File: config.mk
export PLATFORM = sky130hd
export DESIGN_NAME = mgmt_frame_ie_parser
export DESIGN_NICKNAME = d
export VERILOG_FILES = /design/src/rtl/core/mfiep_pkg.sv /design/src/rtl/core/mfiep_front.sv /design/src/rtl/core/mfiep_rec_fifo.sv /design/src/rtl/core/mfiep_back.sv /design/src/rtl/core/mgmt_frame_ie_parser.sv
export SDC_FILE = /design/constraint.sdc
export NUM_CORES = 2
export LEC_CHECK = 0
export CAP_MARGIN = 20
export CORE_UTILIZATION = 27
export CTS_CLUSTER_SIZE = 14
export DETAILED_ROUTE_END_ITERATION = 8
export DONT_BUFFER_PORTS = 1
export GPL_ROUTABILITY_DRIVEN = 0
export PLACE_DENSITY = 0.43
export SYNTH_ARGS = -nofsm -noshare
export SYNTH_HDL_FRONTEND = slang
export SYNTH_SLANG_ARGS = --single-unit
export TNS_END_PERCENT = 5
File: constraint.sdc
create_clock -name clk_i -period 25.3 [get_ports clk_i]
set_input_delay 1.265 -clock clk_i [delete_from_list [all_inputs] [get_ports clk_i]]
set_output_delay 1.265 -clock clk_i [all_outputs]
set_load 0.005 [all_outputs]
File: src/rtl/core/mfiep_pkg.sv
`default_nettype none

package mfiep_pkg;

  // Fixed sizes of the frame format.
  localparam int unsigned SSID_BYTES = 32;
  localparam int unsigned COUNT_BITS = 12;
  localparam int unsigned ADDR_W     = 48;
  localparam int unsigned WORD_W     = 64;
  localparam int unsigned RATE_BITS  = 128;

  // Minimum body lengths and positions of the fixed fields.
  localparam int unsigned FIXED_LEN = 12;
  localparam int unsigned FIXED_OFS = 8;
  localparam int unsigned AUTH_LEN  = 6;

  // Element limits.
  localparam int unsigned RATES_MAX_LEN   = 8;
  localparam int unsigned CHANNEL_LEN     = 1;
  localparam int unsigned RATE_IGNORE_MIN = 126;

  // Management subtypes.
  localparam logic [3:0] SUBTYPE_PROBE_RESP = 4'd5;
  localparam logic [3:0] SUBTYPE_AUTH       = 4'd11;

  // Element identifiers.
  localparam logic [7:0] EID_SSID      = 8'd0;
  localparam logic [7:0] EID_RATES     = 8'd1;
  localparam logic [7:0] EID_CHANNEL   = 8'd3;
  localparam logic [7:0] EID_EXT_RATES = 8'd50;

  // Word positions within a record.
  localparam logic [2:0] WORD_FIXED      = 3'd0;
  localparam logic [2:0] WORD_BSSID      = 3'd1;
  localparam logic [2:0] WORD_SSID0      = 3'd2;
  localparam logic [2:0] WORD_RATE_LO    = 3'd6;
  localparam logic [2:0] WORD_RATE_HI    = 3'd7;
  localparam logic [2:0] WORD_LAST_PROBE = 3'd7;
  localparam logic [2:0] WORD_LAST_AUTH  = 3'd1;

  // Depth of the record queue between parser and word sequencer.
  localparam int unsigned REC_DEPTH = 2;

  typedef enum logic [1:0] {
    PH_FIXED = 2'd0,
    PH_ID    = 2'd1,
    PH_LEN   = 2'd2,
    PH_BODY  = 2'd3
  } phase_e;

  typedef enum logic {
    KIND_PROBE = 1'b0,
    KIND_AUTH  = 1'b1
  } kind_e;

  // One parsed frame, ready to be sent out word by word.
  typedef struct packed {
    kind_e                     kind;
    logic [WORD_W-1:0]         word0;
    logic [ADDR_W-1:0]         bssid;
    logic [8*SSID_BYTES-1:0]   ssid;
    logic [RATE_BITS-1:0]      rates;
  } rec_t;

endpackage

`default_nettype wire

File: src/rtl/core/mfiep_front.sv
`default_nettype none

module mfiep_front (
  input  wire logic                          clk_i,
  input  wire logic                          rst_ni,
  input  wire logic                          cfg_we_i,
  input  wire logic [mfiep_pkg::ADDR_W-1:0]  cfg_data_i,
  input  wire logic                          accept_i,
  input  wire logic [3:0]                    frame_subtype_i,
  input  wire logic [mfiep_pkg::ADDR_W-1:0]  receiver_address_i,
  input  wire logic [mfiep_pkg::ADDR_W-1:0]  transmitter_address_i,
  input  wire logic [mfiep_pkg::ADDR_W-1:0]  bssid_address_i,
  input  wire logic [7:0]                    body_byte_i,
  input  wire logic                          last_byte_i,
  output logic                               rec_push_o,
  output mfiep_pkg::rec_t                    rec_o
);
  import mfiep_pkg::*;

  localparam int unsigned SLEN_W = $clog2(SSID_BYTES + 1);
  localparam int unsigned SIDX_W = $clog2(SSID_BYTES);

  logic [ADDR_W-1:0]     own_q;
  logic [COUNT_BITS-1:0] count_q, count_d;
  phase_e                phase_q, phase_d;
  logic [7:0]            eid_q, eid_d;
  logic [7:0]            rem_q, rem_d;
  logic [SLEN_W-1:0]     widx_q, widx_d;
  logic                  rej_q, rej_d;
  logic                  err_q, err_d;
  logic [31:0]           fixed_q, fixed_d;
  logic [47:0]           auth_q, auth_d;
  logic [7:0]            chan_q, chan_d;
  logic [SLEN_W-1:0]     slen_q, slen_d;
  logic [RATE_BITS-1:0]  rates_q, rates_d;
  logic [7:0]            ssid_q [SSID_BYTES];
  logic                  ssid_we;
  logic [6:0]            rate;
  logic                  probe_ok, auth_ok;
  logic [7:0]            ssid_byte;

  always_comb begin
    count_d = (count_q == '1) ? count_q : count_q + 1'b1;
    phase_d = phase_q;
    eid_d   = eid_q;
    rem_d   = rem_q;
    widx_d  = widx_q;
    err_d   = err_q;
    fixed_d = fixed_q;
    auth_d  = auth_q;
    chan_d  = chan_q;
    slen_d  = slen_q;
    rates_d = rates_q;
    ssid_we = 1'b0;
    rate    = body_byte_i[6:0];
    rej_d   = rej_q || (transmitter_address_i != bssid_address_i)
                    || (receiver_address_i != own_q);

    if (count_q < COUNT_BITS'(AUTH_LEN)) begin
      auth_d[{count_q[2:0], 3'b000} +: 8] = body_byte_i;
    end

    case (phase_q)
      PH_FIXED: begin
        if (count_q >= COUNT_BITS'(FIXED_OFS) && count_q < COUNT_BITS'(FIXED_LEN)) begin
          fixed_d[{count_q[1:0], 3'b000} +: 8] = body_byte_i;
          if (count_q == COUNT_BITS'(FIXED_LEN - 1)) begin
            phase_d = PH_ID;
          end
        end
      end
      PH_ID: begin
        eid_d   = body_byte_i;
        phase_d = PH_LEN;
      end
      PH_LEN: begin
        rem_d = body_byte_i;
        if (eid_q == EID_SSID) begin
          if (body_byte_i > 8'(SSID_BYTES)) begin
            err_d = 1'b1;
          end else begin
            slen_d = SLEN_W'(body_byte_i);
            widx_d = '0;
          end
        end else if (eid_q == EID_CHANNEL) begin
          if (body_byte_i != 8'(CHANNEL_LEN)) err_d = 1'b1;
        end else if (eid_q == EID_RATES) begin
          if (body_byte_i > 8'(RATES_MAX_LEN)) err_d = 1'b1;
        end
        phase_d = (body_byte_i == 8'd0) ? PH_ID : PH_BODY;
      end
      PH_BODY: begin
        if (!err_q) begin
          if (eid_q == EID_SSID) begin
            ssid_we = !widx_q[SLEN_W-1];
            widx_d  = widx_q + 1'b1;
          end else if (eid_q == EID_CHANNEL) begin
            chan_d = body_byte_i;
          end else if (eid_q == EID_RATES || eid_q == EID_EXT_RATES) begin
            if (rate < 7'(RATE_IGNORE_MIN)) rates_d[rate] = 1'b1;
          end
        end
        rem_d = rem_q - 1'b1;
        if (rem_d == 8'd0) phase_d = PH_ID;
      end
      default: ;
    endcase
  end

  // Build the record from the state as it stands after this byte.
  always_comb begin
    probe_ok = (frame_subtype_i == SUBTYPE_PROBE_RESP) && (phase_d == PH_ID) && !err_d;
    auth_ok  = (frame_subtype_i == SUBTYPE_AUTH) && (count_d >= COUNT_BITS'(AUTH_LEN));
    rec_push_o = accept_i && last_byte_i && !rej_d && (probe_ok || auth_ok);
    rec_o.kind  = probe_ok ? KIND_PROBE : KIND_AUTH;
    rec_o.word0 = probe_ok ? {18'd0, 6'(slen_d), chan_d, fixed_d} : {16'd0, auth_d};
    rec_o.bssid = bssid_address_i;
    rec_o.rates = rates_d;
    rec_o.ssid  = '0;
    for (int p = 0; p < SSID_BYTES; p++) begin
      ssid_byte = (ssid_we && widx_q[SIDX_W-1:0] == SIDX_W'(p)) ? body_byte_i : ssid_q[p];
      if (SLEN_W'(p) < slen_d) rec_o.ssid[8*p +: 8] = ssid_byte;
    end
  end

  always_ff @(posedge clk_i or negedge rst_ni) begin
    if (!rst_ni) begin
      own_q   <= '0;
      count_q <= '0;
      phase_q <= PH_FIXED;
      eid_q   <= '0;
      rem_q   <= '0;
      widx_q  <= '0;
      rej_q   <= 1'b0;
      err_q   <= 1'b0;
      chan_q  <= '0;
      slen_q  <= '0;
      rates_q <= '0;
    end else begin
      if (cfg_we_i) own_q <= cfg_data_i;
      if (accept_i) begin
        if (last_byte_i) begin
          count_q <= '0;
          phase_q <= PH_FIXED;
          eid_q   <= '0;
          rem_q   <= '0;
          widx_q  <= '0;
          rej_q   <= 1'b0;
          err_q   <= 1'b0;
          chan_q  <= '0;
          slen_q  <= '0;
          rates_q <= '0;
        end else begin
          count_q <= count_d;
          phase_q <= phase_d;
          eid_q   <= eid_d;
          rem_q   <= rem_d;
          widx_q  <= widx_d;
          rej_q   <= rej_d;
          err_q   <= err_d;
          chan_q  <= chan_d;
          slen_q  <= slen_d;
          rates_q <= rates_d;
        end
      end
    end
  end

  always_ff @(posedge clk_i) begin
    if (accept_i) begin
      fixed_q <= fixed_d;
      auth_q  <= auth_d;
      if (ssid_we) ssid_q[widx_q[SIDX_W-1:0]] <= body_byte_i;
    end
  end

`ifndef SYNTHESIS
  // Every frame end returns the parser to the start of a new body.
  a_frame_restart: assert property (@(posedge clk_i) disable iff (!rst_ni)
    (accept_i && last_byte_i) |=> (count_q == '0 && phase_q == PH_FIXED && !rej_q))
    else $error("parser state not cleared after frame end");
`endif

endmodule

`default_nettype wire

File: src/rtl/core/mfiep_rec_fifo.sv
`default_nettype none

module mfiep_rec_fifo (
  input  wire logic             clk_i,
  input  wire logic             rst_ni,
  input  wire logic             push_i,
  input  wire mfiep_pkg::rec_t  rec_i,
  output logic                  full_o,
  input  wire logic             pop_i,
  output mfiep_pkg::rec_t       rec_o,
  output logic                  empty_o
);
  import mfiep_pkg::*;

  localparam int unsigned PTR_W = (REC_DEPTH > 1) ? $clog2(REC_DEPTH) : 1;
  localparam int unsigned CNT_W = $clog2(REC_DEPTH + 1);

  rec_t             mem_q [REC_DEPTH];
  logic [PTR_W-1:0] wptr_q, rptr_q;
  logic [CNT_W-1:0] cnt_q;

  assign full_o  = (cnt_q == CNT_W'(REC_DEPTH));
  assign empty_o = (cnt_q == '0);
  assign rec_o   = mem_q[rptr_q];

  always_ff @(posedge clk_i or negedge rst_ni) begin
    if (!rst_ni) begin
      wptr_q <= '0;
      rptr_q <= '0;
      cnt_q  <= '0;
    end else begin
      if (push_i) begin
        wptr_q <= (wptr_q == PTR_W'(REC_DEPTH - 1)) ? '0 : wptr_q + 1'b1;
      end
      if (pop_i) begin
        rptr_q <= (rptr_q == PTR_W'(REC_DEPTH - 1)) ? '0 : rptr_q + 1'b1;
      end
      if (push_i && !pop_i) begin
        cnt_q <= cnt_q + 1'b1;
      end else if (pop_i && !push_i) begin
        cnt_q <= cnt_q - 1'b1;
      end
    end
  end

  always_ff @(posedge clk_i) begin
    if (push_i) mem_q[wptr_q] <= rec_i;
  end

`ifndef SYNTHESIS
  a_no_overflow: assert property (@(posedge clk_i) disable iff (!rst_ni)
    push_i |-> !full_o)
    else $error("record queue written while full");

  a_no_underflow: assert property (@(posedge clk_i) disable iff (!rst_ni)
    pop_i |-> !empty_o)
    else $error("record queue read while empty");
`endif

endmodule

`default_nettype wire

File: src/rtl/core/mfiep_back.sv
`default_nettype none

module mfiep_back (
  input  wire logic                          clk_i,
  input  wire logic                          rst_ni,
  input  wire mfiep_pkg::rec_t               head_i,
  input  wire logic                          head_empty_i,
  output logic                               head_pop_o,
  input  wire logic                          pop_i,
  output logic                               empty_o,
  output logic                               record_kind_o,
  output logic [2:0]                         word_index_o,
  output logic [mfiep_pkg::WORD_W-1:0]       data_word_o,
  output logic                               last_word_o
);
  import mfiep_pkg::*;

  logic              out_valid_q;
  kind_e             kind_q;
  logic [2:0]        idx_q;
  logic [WORD_W-1:0] data_q;
  logic              last_q;
  logic [2:0]        wcnt_q;
  logic              load;
  logic              is_last;
  logic [1:0]        ssid_sel;
  logic [WORD_W-1:0] word;

  always_comb begin
    ssid_sel = 2'(wcnt_q - WORD_SSID0);
    case (wcnt_q)
      WORD_FIXED:   word = head_i.word0;
      WORD_BSSID:   word = {{(WORD_W - ADDR_W){1'b0}}, head_i.bssid};
      WORD_RATE_LO: word = head_i.rates[WORD_W-1:0];
      WORD_RATE_HI: word = head_i.rates[2*WORD_W-1:WORD_W];
      default:      word = head_i.ssid[ssid_sel*WORD_W +: WORD_W];
    endcase
    is_last = (head_i.kind == KIND_PROBE) ? (wcnt_q == WORD_LAST_PROBE)
                                          : (wcnt_q == WORD_LAST_AUTH);
    load       = !head_empty_i && (!out_valid_q || pop_i);
    head_pop_o = load && is_last;
  end

  always_ff @(posedge clk_i or negedge rst_ni) begin
    if (!rst_ni) begin
      out_valid_q <= 1'b0;
      wcnt_q      <= '0;
    end else begin
      if (load) begin
        out_valid_q <= 1'b1;
        wcnt_q      <= is_last ? '0 : wcnt_q + 1'b1;
      end else if (pop_i) begin
        out_valid_q <= 1'b0;
      end
    end
  end

  always_ff @(posedge clk_i) begin
    if (load) begin
      kind_q <= head_i.kind;
      idx_q  <= wcnt_q;
      data_q <= word;
      last_q <= is_last;
    end
  end

  assign empty_o       = !out_valid_q;
  assign record_kind_o = kind_q;
  assign word_index_o  = idx_q;
  assign data_word_o   = data_q;
  assign last_word_o   = last_q;

`ifndef SYNTHESIS
  // The final word of a record sits at the position its kind calls for.
  a_last_position: assert property (@(posedge clk_i) disable iff (!rst_ni)
    (out_valid_q && last_q) |->
      ((kind_q == KIND_PROBE && idx_q == WORD_LAST_PROBE) ||
       (kind_q == KIND_AUTH && idx_q == WORD_LAST_AUTH)))
    else $error("record ends at the wrong word");

  // Inside a record the next word follows at once with the next position.
  a_word_follows: assert property (@(posedge clk_i) disable iff (!rst_ni)
    (out_valid_q && pop_i && !last_q) |=>
      (out_valid_q && idx_q == $past(idx_q) + 3'd1))
    else $error("record word missing or out of order");
`endif

endmodule

`default_nettype wire

File: src/rtl/core/mgmt_frame_ie_parser.sv
`default_nettype none

// Receive-side parser for management frame bodies, one body byte per request.
// Input channel: a byte is taken on a rising edge with push high and full low;
// subtype and the three header addresses ride along with every byte, and
// last_byte_i closes the frame. Bytes are taken every cycle: full only rises
// when two parsed frames are already waiting for the result side.
// Result channel: while empty is low the oldest record word is on the result
// ports, and pop high takes it. A probe response gives eight words, an
// authentication frame two; rejected, malformed, short or other frames give
// none. A record's first word passes from the record queue into the output
// register, and the words then follow one per cycle as long as pop stays
// high. The rate is one byte per cycle while full is low, and a two-entry
// record queue between parser and word sequencer lets both run on their own.
// If the receiver stalls, words wait in the output register, records pile up
// in the queue, and full rises once the queue holds two records.
// The own-address register is written on cfg_valid_i and always ready; write
// it only between frames. Reset clears the parse state, the queue, the output
// and the own address.
module mgmt_frame_ie_parser (
  input  wire logic                          clk_i,
  input  wire logic                          rst_ni,
  // Configuration write channel.
  input  wire logic                          cfg_valid_i,
  output logic                               cfg_ready_o,
  input  wire logic [mfiep_pkg::ADDR_W-1:0]  cfg_data_i,
  // Byte channel.
  input  wire logic                          push,
  output logic                               full,
  input  wire logic [3:0]                    frame_subtype_i,
  input  wire logic [mfiep_pkg::ADDR_W-1:0]  receiver_address_i,
  input  wire logic [mfiep_pkg::ADDR_W-1:0]  transmitter_address_i,
  input  wire logic [mfiep_pkg::ADDR_W-1:0]  bssid_address_i,
  input  wire logic [7:0]                    body_byte_i,
  input  wire logic                          last_byte_i,
  // Record word channel.
  output logic                               empty,
  input  wire logic                          pop,
  output logic                               record_kind_o,
  output logic [2:0]                         word_index_o,
  output logic [mfiep_pkg::WORD_W-1:0]       data_word_o,
  output logic                               last_word_o
);
  import mfiep_pkg::*;

  logic accept;
  logic rec_push;
  rec_t rec_in;
  rec_t rec_head;
  logic rec_full;
  logic rec_empty;
  logic rec_pop;

  // The register is a plain flop, so writes never have to wait.
  assign cfg_ready_o = 1'b1;

  // The byte side only backs off when the record queue has no room left.
  assign full   = rec_full;
  assign accept = push && !rec_full;

  // Parser: walks fixed fields and elements, and builds a record at frame end.
  mfiep_front u_front (
    .clk_i                 (clk_i),
    .rst_ni                (rst_ni),
    .cfg_we_i              (cfg_valid_i && cfg_ready_o),
    .cfg_data_i            (cfg_data_i),
    .accept_i              (accept),
    .frame_subtype_i       (frame_subtype_i),
    .receiver_address_i    (receiver_address_i),
    .transmitter_address_i (transmitter_address_i),
    .bssid_address_i       (bssid_address_i),
    .body_byte_i           (body_byte_i),
    .last_byte_i           (last_byte_i),
    .rec_push_o            (rec_push),
    .rec_o                 (rec_in)
  );

  // Finished records wait here until the sequencer has sent them out.
  mfiep_rec_fifo u_rec_fifo (
    .clk_i   (clk_i),
    .rst_ni  (rst_ni),
    .push_i  (rec_push),
    .rec_i   (rec_in),
    .full_o  (rec_full),
    .pop_i   (rec_pop),
    .rec_o   (rec_head),
    .empty_o (rec_empty)
  );

  // Word sequencer: turns the oldest record into words through an output
  // register, so a stalled receiver never holds up the parser directly.
  mfiep_back u_back (
    .clk_i         (clk_i),
    .rst_ni        (rst_ni),
    .head_i        (rec_head),
    .head_empty_i  (rec_empty),
    .head_pop_o    (rec_pop),
    .pop_i         (pop),
    .empty_o       (empty),
    .record_kind_o (record_kind_o),
    .word_index_o  (word_index_o),
    .data_word_o   (data_word_o),
    .last_word_o   (last_word_o)
  );

endmodule

`default_nettype wire
=== Word level (Yosys, flattened, before mapping) ===
Memory sizes are Yosys's and may differ from the RTL's.
Cells that the tools add are included.

* Register bits after elaboration: 385
* Bits in latches: 0
* Memories kept: 2
* Memory bits (writable): 1,218
* Word-level logic and storage cells: 340
* Bits in read-only memories: 0

* Mux-type cells: 133
* $lt $le $gt $ge: 41
* Equal/unequal tests: 53
* Reduce and logical (&&, ||, !) cells: 72
* Shift-type cells: 5
* Divide/modulo/power cells: 0
* Add/subtract/negate cells: 11
* Bitwise logic cells: 1
* $mul: 0

{| class="wikitable"
|+ Memory list
! memory !! words !! width !! rd ports !! clocked after Yosys merged registers in !! wr ports !! RTL line !! RTL
|-
| u_rec_fifo.mem_q || 2 || 481 || 1 || 0 || 1 || mfiep_rec_fifo.sv:18 || <nowiki>rec_t mem_q [REC_DEPTH];</nowiki>
|-
| u_front.ssid_q || 32 || 8 || 32 || 0 || 1 || mfiep_front.sv:36 || <nowiki>logic [7:0] ssid_q [SSID_BYTES];</nowiki>
|}

{| class="wikitable"
|+ Operator list
! kind !! number
|-
| 128-bit two-way mux || 7
|-
| 8-bit two-way mux || 72
|-
| 64-bit one-hot mux with 4 select lines || 1
|-
| 256-bit by 9-bit indexed part select with 64-bit output || 1
|-
| 128-bit OR || 1
|-
| 5-bit by 6-bit less-than comparator with 1-bit output (first input constant) || 16
|-
| 48-bit two-way mux || 2
|-
| 48-bit inequality test || 2
|-
| 5-bit equality test (second input constant) || 16
|-
| 32-bit two-way mux || 2
|-
| 6-bit two-way mux || 9
|-
| 48-bit bitwise mux || 1
|-
| 4-bit by 6-bit less-than comparator with 1-bit output (first input constant) || 8
|-
| 8-bit by 8-bit variable shift with 48-bit output (first input constant) || 1
|-
| 8-bit by 8-bit indexed part select with 48-bit output || 1
|-
| 1-bit logical AND || 45
|-
| 5-bit by 4-bit equality test with 1-bit output (second input constant) || 8
|-
| 32-bit bitwise mux || 1
|-
| 8-bit by 7-bit variable shift with 32-bit output (first input constant) || 1
|-
| 8-bit by 7-bit indexed part select with 32-bit output || 1
|-
| 8-bit zero test || 3
|-
| 3-bit by 6-bit less-than comparator with 1-bit output (first input constant) || 4
|-
| 1-bit two-way mux || 24
|-
| 12-bit two-way mux || 2
|-
| 53 further kinds || 87
|}

=== Longest topological paths before layout ===
* Depth in word-level cells: 14
* Depth in mapped cells: 14
* Mapped depth without buffers: 11

=== Cells and area by module ===
A second synthesis with hierarchy kept.

* Cell total of the unflattened synthesis: 5,105
* Area, all modules: 71,944.0 um^2

{| class="wikitable"
|+ Modules (own cells, without submodules)
! module !! area an instance (um^2) !! cells each !! sequential area each (um^2) !! instances
|-
| mfiep_rec_fifo || 36,113.4 || 1,562 || 29,948.7 || 1
|-
| mfiep_front || 29,533.3 || 3,073 || 15,795.1 || 1
|-
| mfiep_back || 6,272.3 || 467 || 2,172.1 || 1
|-
| mgmt_frame_ie_parser || 25.0 || 3 || 0.0 || 1
|}

=== Least setup slack after synthesis ===
OpenSTA, ideal clock, no wires.

* Path type: input-to-reg
* Start point: input receiver_address_i[22] (netlist bit)
* End point: memory u_rec_fifo.mem_q[0][0] (netlist bit), enable pin
* Library setup time: 1,394 ps
* Cell stages on the path: 7
* Setup slack: -67 ps
* Path buffers: 0
* Arrival: 23,974 ps
* Cell sequence: nor2b_1 > a2111o_1 > or4_1 > nor4_1 > nand4_1 > a311oi_2 > nor2b_1

* Cells in the longest elaborated chain, start to end: 7

{| class="wikitable"
|+ Ends and longest elaborated chain
! element !! RTL line !! RTL
|-
| start: declaration || mgmt_frame_ie_parser.sv:31 || <nowiki>input wire logic [mfiep_pkg::ADDR_W-1:0] receiver_address_i,</nowiki>
|-
| 48-bit inequality test || mfiep_front.sv:57 || <nowiki>|| (receiver_address_i != own_q);</nowiki>
|-
| 1-bit logical OR || mfiep_front.sv:57 ||
|-
| 1-bit zero test || mfiep_front.sv:114 || <nowiki>rec_push_o = accept_i && last_byte_i && !rej_d && (probe_ok || auth_ok);</nowiki>
|-
| 1-bit logical AND (2 in series) || mfiep_front.sv:114 ||
|-
| named net rec_push || mgmt_frame_ie_parser.sv:47 || <nowiki>logic rec_push;</nowiki>
|-
| 1-bit two-way mux || mfiep_rec_fifo.sv:47 || <nowiki>if (push_i) mem_q[wptr_q] <= rec_i;</nowiki>
|-
| 1-bit two-way mux (not written as such) || mfiep_rec_fifo.sv:47 ||
|-
| end: declaration || mfiep_rec_fifo.sv:18 ||
|}

The timed path passes the listed nets, and every way through them passes these cells.

=== Worst setup path after layout ===
* Start point: input bssid_address_i[46] (netlist bit)
* End point: memory u_rec_fifo.mem_q[0][308] (netlist bit), enable pin

* Cells in the longest elaborated chain, start to end: 8

{| class="wikitable"
|+ Ends and longest elaborated chain
! element !! RTL line !! RTL
|-
| start: declaration || mgmt_frame_ie_parser.sv:33 || <nowiki>input wire logic [mfiep_pkg::ADDR_W-1:0] bssid_address_i,</nowiki>
|-
| 48-bit inequality test || mfiep_front.sv:56 || <nowiki>rej_d = rej_q || (transmitter_address_i != bssid_address_i)</nowiki>
|-
| 1-bit logical OR || mfiep_front.sv:56 ||
|-
| 1-bit logical OR || mfiep_front.sv:57 ||
|-
| 1-bit zero test || mfiep_front.sv:114 ||
|-
| 1-bit logical AND (2 in series) || mfiep_front.sv:114 ||
|-
| named net rec_push || mgmt_frame_ie_parser.sv:47 ||
|-
| 1-bit two-way mux || mfiep_rec_fifo.sv:47 ||
|-
| 1-bit two-way mux (not written as such) || mfiep_rec_fifo.sv:47 ||
|}

The timed path passes the listed nets, and every way through them passes these cells.

==> impl_results.md <==
* Setup Crit Path Kind: in -> reg
* Total setup buffers inserted after CTS at 0
* Fin Setup TNS at 0 ns
* Number of optimization iterations in the first detailed-route pass at 5
* Number of enable flip-flop cells after synthesis at 1367
* Routed wire length at 219 mm
* Boundary pin count at 282
* Number of DRC violations after detailed routing at 0
* Max_cap viols at 0
* Via count of the first global-routing pass at 39226
* Endpoint type of the worst setup path: register
* Hold Worst Slack at 0.256 ns
* Layout cell share with drive strength beyond 1 at 0.172
* Worst path required time at 25.71 ns
* Number of rows created at floorplan at 183
* Max rail drop VDD at 0.0461 mV
* Distinct cell type count after synthesis at 88
* Static power due to leakage at 27.2 nW
* Overall Global Routing Usage at 0.170
* Ys async rst share at 0.147
* Antenna violations before repair at 15
* Power Density at 71.4 nW/µm²
* Master cell of the clock root buffer: sky130_fd_sc_hd__clkbuf_16
* Dpl cell area at 72000 µm²
* Resize count post-CTS at 0
* Largest net degree at the start of global routing at 237
* Max_slew headroom at 0.128
* Cell accounting for the most synthesized area: sky130_fd_sc_hd__edfxtp_1
* Tcrit/Tclk final at 0.279
* Area added between synthesis and finish at 14.7%
* Clock-pin slew on the worst setup and hold paths at 0.06 ns
* Primary FF master, synth: sky130_fd_sc_hd__edfxtp_1
* Avg Synthesized Cell Area at 15.0 µm²
* Routed wire length per instance at 27.3 µm
* Post-layout minimum cycle time at 7.07 ns
* Number of nets with antenna violations after routing at 0
* Fraction of post-synthesis cell area in the top cell type by area at 0.606
* Port Buffer Count at 0
* Max-slew violation count at 0
* Sequential-to-total area share from yosys stat at 0.693
* Synth area leaders: sky130_fd_sc_hd__edfxtp_1 61%, sky130_fd_sc_hd__dfrtp_1 8.7%, sky130_fd_sc_hd__mux2i_1 5.1%
* Design Area, Final at 77700 µm²
* Max Fanout on Critical Path at 129
* Transition at the pin with the smallest max-transition slack at 1.31 ns
* Number of clock sinks at 1603
* Hold Path Class: in -> async
* Number of instances in the synthesized netlist at 4525
* Initial cell density of the core at 0.272
* Core outline area at 249000 µm²
* Count of vias placed by the detailed router at 39370
* Final number of setup-violating endpoints at 0
* Post-layout total power at 5.55 mW
* CTS Buf Count at 174
* Die Width at 503 µm
* Status: finished clean
* Final hold viol count at 0
* Worst setup SP type: input port
* Unrepaired setup endpoints after global routing: false
* Number of synthesis warnings at 0
* First-pass GRT wire length at 307 mm
* Count of hold buffers inserted by post-cts repair at 0
* Average via count per standard cell at 4.89
* Longest Clk Path Bufs at 3
* Height of the die at 503 µm
* Net count after synthesis at 4755
* DPL Wire Length at 140 mm
* Summed instance area of the synthesized netlist at 67700 µm²
* Post-Layout Cell Count at 8046
* Crit path DAT at 7.48 ns
* Clock tree from TritonCTS: done
* First DRT Iteration DRCs at 3332
* H-tree levels at 4
* Largest clock skew in the final design at 0.0481 ns
* Total overflow reported by the global router at 0
* Cell count after placement at 7708
* Source-to-sink clock delay at the later pin of the worst-skew pair at 0.83 ns
* Post-layout nets at 4794
* Maximum clock frequency at 142 MHz
* Full die area at 253000 µm²
* Flop and latch count out of synthesis at 1603
placed cells by master, fill, tap and decap left out, types with 20 or more instances in the layout:
| cell | n |
|---|---|
| sky130_fd_sc_hd__a31oi_1 | 76 |
| sky130_fd_sc_hd__a21o_1 | 121 |
| sky130_fd_sc_hd__mux2i_1 | 346 |
| sky130_fd_sc_hd__o21ai_0 | 78 |
| sky130_fd_sc_hd__nor2_1 | 413 |
| sky130_fd_sc_hd__o22ai_1 | 54 |
| sky130_fd_sc_hd__nand3_1 | 58 |
| sky130_fd_sc_hd__mux2_2 | 193 |
| sky130_fd_sc_hd__a21oi_1 | 174 |
| sky130_fd_sc_hd__buf_4 | 124 |
| sky130_fd_sc_hd__clkbuf_1 | 53 |
| sky130_fd_sc_hd__clkinv_1 | 29 |
| sky130_fd_sc_hd__edfxtp_1 | 1367 |
| sky130_fd_sc_hd__nor2b_1 | 47 |
| sky130_fd_sc_hd__clkbuf_16 | 177 |
| sky130_fd_sc_hd__o211a_1 | 41 |
| sky130_fd_sc_hd__mux4_2 | 128 |
| sky130_fd_sc_hd__nor3_1 | 58 |
| sky130_fd_sc_hd__xor2_1 | 54 |
| sky130_fd_sc_hd__dfrtp_1 | 233 |
| sky130_fd_sc_hd__nor2_2 | 21 |
| sky130_fd_sc_hd__nand2_1 | 375 |
| sky130_fd_sc_hd__inv_1 | 46 |
| sky130_fd_sc_hd__and3_1 | 29 |
| sky130_fd_sc_hd__a2111oi_1 | 26 |
| sky130_fd_sc_hd__clkinv_2 | 20 |
flip-flops by register name, indices dropped and copies added, names as in the netlist, 2 cells and up:
signal               flops
u_back.wcnt_q            3
u_front.ssid_q         256
u_front.rates_q        128
u_front.chan_q           8
u_front.slen_q           6
u_rec_fifo.cnt_q         2
u_front.phase_q          2
u_front.count_q         12
u_front.fixed_q         32
u_front.own_q           48
u_back.word_index_o      3
u_front.widx_q           6
u_back.data_word_o      64
u_front.eid_q            8
u_rec_fifo.mem_q       962
u_front.rem_q            8
u_front.auth_q          48
Yosys cell counts (17+ instances only):
cell type	count
sky130_fd_sc_hd__o211a_1	41
sky130_fd_sc_hd__nor2_1	414
sky130_fd_sc_hd__a2111oi_0	58
sky130_fd_sc_hd__mux4_2	128
sky130_fd_sc_hd__edfxtp_1	1367
sky130_fd_sc_hd__mux2i_1	348
sky130_fd_sc_hd__nor2b_1	48
sky130_fd_sc_hd__mux2_2	193
sky130_fd_sc_hd__a221oi_1	17
sky130_fd_sc_hd__xor2_1	54
sky130_fd_sc_hd__o22ai_1	54
sky130_fd_sc_hd__clkbuf_1	205
sky130_fd_sc_hd__nand3_1	58
sky130_fd_sc_hd__and3_1	30
sky130_fd_sc_hd__xnor2_1	18
sky130_fd_sc_hd__nor3_1	64
sky130_fd_sc_hd__nor2_2	20
sky130_fd_sc_hd__buf_1	32
sky130_fd_sc_hd__nand2_1	380
sky130_fd_sc_hd__buf_2	31
sky130_fd_sc_hd__dfrtp_1	236
sky130_fd_sc_hd__ha_1	20
sky130_fd_sc_hd__o21ai_0	78
sky130_fd_sc_hd__a31oi_1	76
sky130_fd_sc_hd__a21oi_1	174
sky130_fd_sc_hd__a21o_1	121
sky130_fd_sc_hd__a22o_1	17
sky130_fd_sc_hd__inv_1	47
path summary, 6_finish.rpt:
| kind | depth (start not counted) | slack [ns] | to | from |
|---|---|---|---|---|
| max | 10 | 18.23 | u_rec_fifo.mem_q[0][308] | bssid_address_i[46] |
| min | 0 | 0.26 | u_front.own_q[25] | rst_ni |
| max reg2reg | 9 | 18.28 | u_rec_fifo.mem_q[0][308] | u_front.rej_q |
| min reg2reg | 0 | 0.47 | u_rec_fifo.mem_q[0][126] | u_front.rates_q[126] |
| max in group asynchronous | 0 | 24.14 | u_rec_fifo.rptr_q | rst_ni |
| min in group clk_i | 0 | 0.47 | u_rec_fifo.mem_q[0][126] | u_front.rates_q[126] |
per-layer routing:
metal / track usage / up-vias / wire [µm]
met5: 0 / - / 0
met4: 0.0400 / 0 / 4660
met3: 0.0302 / 250 / 12300
met2: 0.272 / 1149 / 101000
met1: 0.239 / 20568 / 101000
li1: - / 17403 / -
critical path, stage by stage:
cell                       delay [ns]
sky130_fd_sc_hd__xor2_1          0.14
sky130_fd_sc_hd__nor4_1          0.82
sky130_fd_sc_hd__nand4_1         0.18
sky130_fd_sc_hd__nor4_1          0.37
sky130_fd_sc_hd__nand4_1         0.67
sky130_fd_sc_hd__a311oi_2        0.61
sky130_fd_sc_hd__nor2b_4         0.86
sky130_fd_sc_hd__buf_4           0.76
sky130_fd_sc_hd__buf_12          0.64
sky130_fd_sc_hd__buf_4           0.89
report_power, final:
part | internal [mW] | switching, mW
Sequential | 2.87 | 0.0123
Clock | 1.45 | 1.08
Combinational | 0.0510 | 0.0834
Total | 4.37 | 1.18
cell families (layout without fill, tap and decap cells):
logic type	after synthesis	after routing	share of synthesized area
xor gates and xnor gates	72	72	0.00931
other	1	10	0.0000554
buffers and inverters	326	508	0.0192
AOI/OAI and AO/OA	712	712	0.0731
adders and majority gates	20	20	0.00369
and+or+nand+nor	1120	1120	0.0750
DFF	1603	1603	0.693
muxes	671	671	0.127
area by class of cell:
class	count	area (µm²)
clock inverter	77	782
timing repair buffer	140	1070
sequential	1603	47000
clock buffer	242	4790
inverter	49	189
tap	3330	4170
fill	24722	171000
antenna	9	22.5
multi-input combinational	2596	19700
metrics by stage:
| stage | util | setup WS [ns] |
|---|---|---|
| 4_1_cts | 0.311 | 18.31 |
| 3_5_place_dp | 0.289 | 17.51 |
| 2_1_floorplan | - | 9.30 |
| 3_3_place_gp | 0.289 | 17.49 |
| 6_report | 0.312 | 18.23 |
| 5_1_grt | 0.312 | 17.97 |
No activity file was read; power rests on OpenSTA's default activity.
